$ cat src/rtl/core/dmc_pkg.sv
// Shared constants and types for the direct-mapped write-back cache core.
// No dependencies.
package dmc_pkg;

    localparam int DMC_NUM_LINES      = 128;
    localparam int DMC_WORDS_PER_LINE = 16;
    localparam int DMC_MEM_WORDS      = 4194304;

    localparam int DMC_ADDR_W  = 24;              // byte address
    localparam int DMC_WADDR_W = DMC_ADDR_W - 2;  // word address
    localparam int DMC_DATA_W  = 32;
    localparam int DMC_CNT_W   = 32;

    localparam logic CMD_READ  = 1'b0;
    localparam logic CMD_WRITE = 1'b1;

    // Counter update strobes, sequencer -> statistics block
    typedef struct packed {
        logic count_hit;
        logic count_miss;
    } t_stat_ctl;

endpackage

$ cat src/rtl/core/dmc_stats.sv
// Running hit and miss counters; presents the post-update values.
// Depends on dmc_pkg.
module dmc_stats (
    input  logic                           i_clk,
    input  logic                           i_rst_n,
    input  dmc_pkg::t_stat_ctl             i_ctl,
    output logic [dmc_pkg::DMC_CNT_W-1:0]  o_hits_next,
    output logic [dmc_pkg::DMC_CNT_W-1:0]  o_misses_next
);

    logic [dmc_pkg::DMC_CNT_W-1:0] r_hits;
    logic [dmc_pkg::DMC_CNT_W-1:0] r_misses;
    logic [dmc_pkg::DMC_CNT_W-1:0] n_hits;
    logic [dmc_pkg::DMC_CNT_W-1:0] n_misses;

    // wraps naturally at 2^32
    assign n_hits   = r_hits + dmc_pkg::DMC_CNT_W'(i_ctl.count_hit);
    assign n_misses = r_misses + dmc_pkg::DMC_CNT_W'(i_ctl.count_miss);

    always_ff @(posedge i_clk) begin
        if (!i_rst_n) begin
            r_hits   <= '0;
            r_misses <= '0;
        end else begin
            r_hits   <= n_hits;
            r_misses <= n_misses;
        end
    end

    assign o_hits_next   = n_hits;
    assign o_misses_next = n_misses;

endmodule

$ cat config.mk
export PLATFORM = sky130hd
export DESIGN_NAME = dmc_stats
export DESIGN_NICKNAME = d
export VERILOG_FILES = /design/src/rtl/core/dmc_pkg.sv /design/src/rtl/core/dmc_stats.sv
export SDC_FILE = /design/constraint.sdc
export NUM_CORES = 1
export LEC_CHECK = 0
export BUFFER_PORTS_ARGS = -buffer_cell sky130_fd_sc_hd__buf_2
export CORE_MARGIN = 2
export CORE_UTILIZATION = 45
export CTS_BUF_LIST = sky130_fd_sc_hd__clkbuf_16
export DETAILED_ROUTE_END_ITERATION = 10
export GPL_ROUTABILITY_DRIVEN = 0
export PLACE_DENSITY = 0.67
export SLEW_MARGIN = 10
export SYNTH_ARGS = -nofsm -noshare
export SYNTH_HDL_FRONTEND = slang
export SYNTH_SLANG_ARGS = --single-unit
export TNS_END_PERCENT = 20
$ cat constraint.sdc
create_clock -name i_clk -period 8.4 [get_ports i_clk]
set_clock_uncertainty 0.2 [all_clocks]
set_input_delay 1.68 -clock i_clk [delete_from_list [all_inputs] [get_ports i_clk]]
set_output_delay 1.68 -clock i_clk [all_outputs]
set_load 0.05 [all_outputs]
==> flow_results.org <==
** Timing
- For the finished layout, the period the worst path requires is between 5 and 6 ns.
- Final-report hold violation count :: 0
- For the pin with the worst max-slew slack, the measured transition is 1.04 ns.
- Endpoints failing setup :: 0
- Unrepaired setup endpoints after global routing :: false
- In the finished design, the share of the clock period the worst path needs comes to about 68%.
- Max-Slew Margin vs Limit :: a little under a third
- Setup total negative slack on the finished layout was measured at 0 ns.
- Highest clock rate :: between 0.15 and 0.2 GHz
- The max-slew violation count was 0.
- Once routing completed, OpenROAD measured the worst setup slack at ~2.7 ns.

** Finish
- Area grow syn2layout :: 20.3%
- The number of antenna diodes in the final layout is 0.
- The finished cells cover around 4000 µm².
- The layout has between 700 and 800 filler cells.
- The post-route netlist has approximately a fifth of its cells at a drive strength greater than 1.
- The finished layout holds about 560 standard cells, fillers aside.
- Utilization of the core after routing :: between 50% and 60%
- Final #Nets :: between 400 and 500

** Setup path
- The worst register-to-register path begins at r_misses[0].
- Crit. End Element :: output pin
- Slowest cell on the critical path :: sky130_fd_sc_hd__or4_1
- The critical path starts at i_ctl[0].
- The worst setup path is launched from a primary input.
- Arrival time worst endpoint :: about 3.9 ns
- On the critical path the largest part of the delay comes from simple AND/OR/NAND/NOR gates.
- Cell-by-cell trace of the critical path :: buf_2 > ha_1 > ha_1 > nand2_1 > or4_1 > or4_4 > nand2_1 > buf_2
- Worst path required time :: 6.52 ns
- Along the worst path, the maximum fanout reaches 9.
- The critical path is of the primary input to output pin type.
- In this design, the stage delay of the slowest critical-path cell is ~0.66 ns.
- Register-to-register setup slack :: between 5 and 6 ns
- The number of buffers and inverters on the critical path is 2.

** Synthesis
- Most frequent cells after synthesis :: sky130_fd_sc_hd__dfxtp_1 (64), sky130_fd_sc_hd__nand2_1 (56), sky130_fd_sc_hd__and2_1 (30), sky130_fd_sc_hd__xor2_1 (24), sky130_fd_sc_hd__nand3_1 (21)
- Synthesized Nets :: approximately 410
- Number of synthesized register bits :: 64
- Ranked by total cell area, the synthesized netlist is headed by sky130_fd_sc_hd__dfxtp_1 (38%), sky130_fd_sc_hd__nand2_1 (6.2%), sky130_fd_sc_hd__xor2_1 (6.2%).
- Per-instance average area after synthesis :: about 8.6 µm²
- Synth async-reset ratio :: 0%
- Mapped Cells :: around 400
- Seq/Total Area, Yosys :: a little under two fifths
- Yosys top cell area share :: a little under two fifths
- After synthesis the cells add up to ~3400 µm².
- Cell type with the highest aggregate area in the netlist :: sky130_fd_sc_hd__dfxtp_1
- Synthesis instantiated 35 different standard cells from the library.
- Total number of yosys warnings :: 0
- In the synthesized netlist the dominant register cell turns out to be sky130_fd_sc_hd__dfxtp_1.
- Most common cell in the synthesized netlist :: sky130_fd_sc_hd__dfxtp_1
- Yosys mapped a number of flops with a built-in enable equal to 0.

** Clock tree
- Post-CTS timing repair inserted 0 buffers for setup.
- In this run the deepest clock path goes through 2 buffers.
- The H-tree was split into 3 levels.
- Clock latency on the worst-skew pair, taken at its later pin, is 0.33 ns.
- Clock tree root buffer cell :: sky130_fd_sc_hd__clkbuf_16
- TritonCTS created 9 clock buffers.
- Clock-pin slew was measured on the worst setup and hold paths at about 0.06 ns.
- Clock sink count :: 64
- TritonCTS built the clock tree.
- The number of hold buffers added after CTS was 0.
- Gates resized during post-CTS repair numbered 0.

** Global route
- The first global-routing pass estimated approximately 12,000 µm of wire.
- The number of antenna violations at the first check in global routing came to 0.
- Global routing finished with a remaining overflow of 0.
- The number of global-route vias before repair was approximately 2.7k.
- Entering global routing, the biggest net connects 70 pins.
- Total global-route track usage :: a little under a fifth

** Drt
- In the routed design, unresolved DRC markers number 0.
- Violation count after the first detailed-routing iteration :: 89
- Via count :: roughly 2.9k
- Wire length per cell after detailed routing :: between 10 and 15 µm
- ANT nets after route :: 0
- The first detailed-routing pass ran for 4 iterations.
- After detailed routing, the total wire length is 7240 µm.
- Dividing the detail-routed via count by the number of cells gives roughly 5.2.

** Floorplanning
- Die Span Y :: roughly 91 µm
- The region available for standard cell placement spans 7290 µm².
- Pin placement for this block handled 68 I/O pins.
- The floorplan step defined a die boundary enclosing 8290 µm².
- Placement row count :: 31
- Once the floorplan was initialized, standard cells occupied 46.8% of the core.
- Measured along the x axis, the die boundary spans around 91 µm.

** Power and ir drop
- Clock Power Share :: a little over half
- VDD sags by at most between 0.1 and 0.15 mV.
- Leak Pwr :: approximately 1.9 nW
- Psw :: 162 µW
- Per report_power, the combinational group accounts for around 4.1% of the total.
- Proportion of power drawn by flip-flops and latches :: approximately 44%
- Internal :: about 540 µW
- Switching Fraction :: 23.0%
- Pwr/cell area :: between 150 and 200 nW/µm²

** Outcome
- Status :: finished, final reports clean

** Placement
- After detailed placement, the total cell area comes to 3810 µm².
- Once detailed placement completed, the half-perimeter wirelength came to 5280 µm.
- In this run, placement finished with an instance count of 548.
- IO Port Bufs :: between 60 and 70
- Post-placement worst setup slack :: approximately 2.7 ns

** Run
- Across the run, the number of max-cap violations was 0.

** Min path
- The tightest min-delay check is of the register to register type.
- In this run the most critical hold path is launched from r_misses[31].
registers in the layout, indices dropped and copies added (netlist names):
name and flops:
r_misses 32, r_hits 32
power groups by stage:
| stage | sequential (mW) | clock, mW | combinational [mW] |
|---|---|---|---|
| global placement | 0.314 | 0 | 0.0286 |
| detailed placement | 0.314 | 0 | 0.0290 |
| floorplan | 0.313 | 0 | 0.0244 |
| CTS | 0.307 | 0.378 | 0.0291 |
| global route | 0.307 | 0.393 | 0.0315 |
| finish | 0.307 | 0.368 | 0.0286 |
cells in the final DEF, fill, tap and decap left out, drive strengths merged, types with 17 or more instances in the layout:
cell type / n
and2: 30
buf: 67
dfxtp: 64
mux2i: 19
nand2: 56
nand2b: 19
nand3: 21
nand4: 17
xnor2: 20
xor2: 24
worst paths after layout:
| kind | cells after the start | to |
|---|---|---|
| worst max-delay path | 8 | o_misses_next[20] |
| worst min-delay path | 2 | r_misses[31] |
| worst min register to register | 2 | r_misses[31] |
| worst max register to register | 6 | r_misses[20] |
worst min-delay path, cell delays in order (launching register included):
cell and delay [ns]:
sky130_fd_sc_hd__dfxtp_1 0.32, sky130_fd_sc_hd__nand2_1 0.06, sky130_fd_sc_hd__mux2i_1 0.06
cell type report:
type | count | area [µm²] | area share [%]
Clock inverter | 7 | 71.3 | 1.74
Timing Repair Buffer | 67 | 335 | 8.17
Clock buffer | 9 | 225 | 5.49
Inverter | 9 | 33.8 | 0.823
Tap cell | 99 | 124 | 3.02
Sequential cell | 64 | 1280 | 31.2
Multi-Input combinational cell | 309 | 2030 | 49.6
per-layer routing:
metal  GRT usage, %  routed length [µm]
met1           23.1                3310
met2           29.8                3490
met3           5.15                 354
met4           5.68                  83
met5              0                   0
cells by family after synthesis:
group / share of synthesized area [%]
and+or+nand+nor: 35.5
DFF: 37.6
xor gates and xnor gates: 11.3
AOI/OAI and AO/OA: 5.39
buffers and inverters: 2.82
muxes: 5.57
adders and majority gates: 1.83
per-stage QoR:
step | hold WS (ns) | power [mW]
2_1_floorplan | 0.254 | 0.338
3_3_place_gp | 0.262 | 0.342
3_5_place_dp | 0.282 | 0.343
4_1_cts | 0.289 | 0.714
5_1_grt | 0.297 | 0.732
6_report | 0.284 | 0.704
Power figures use the tool's default switching activity.
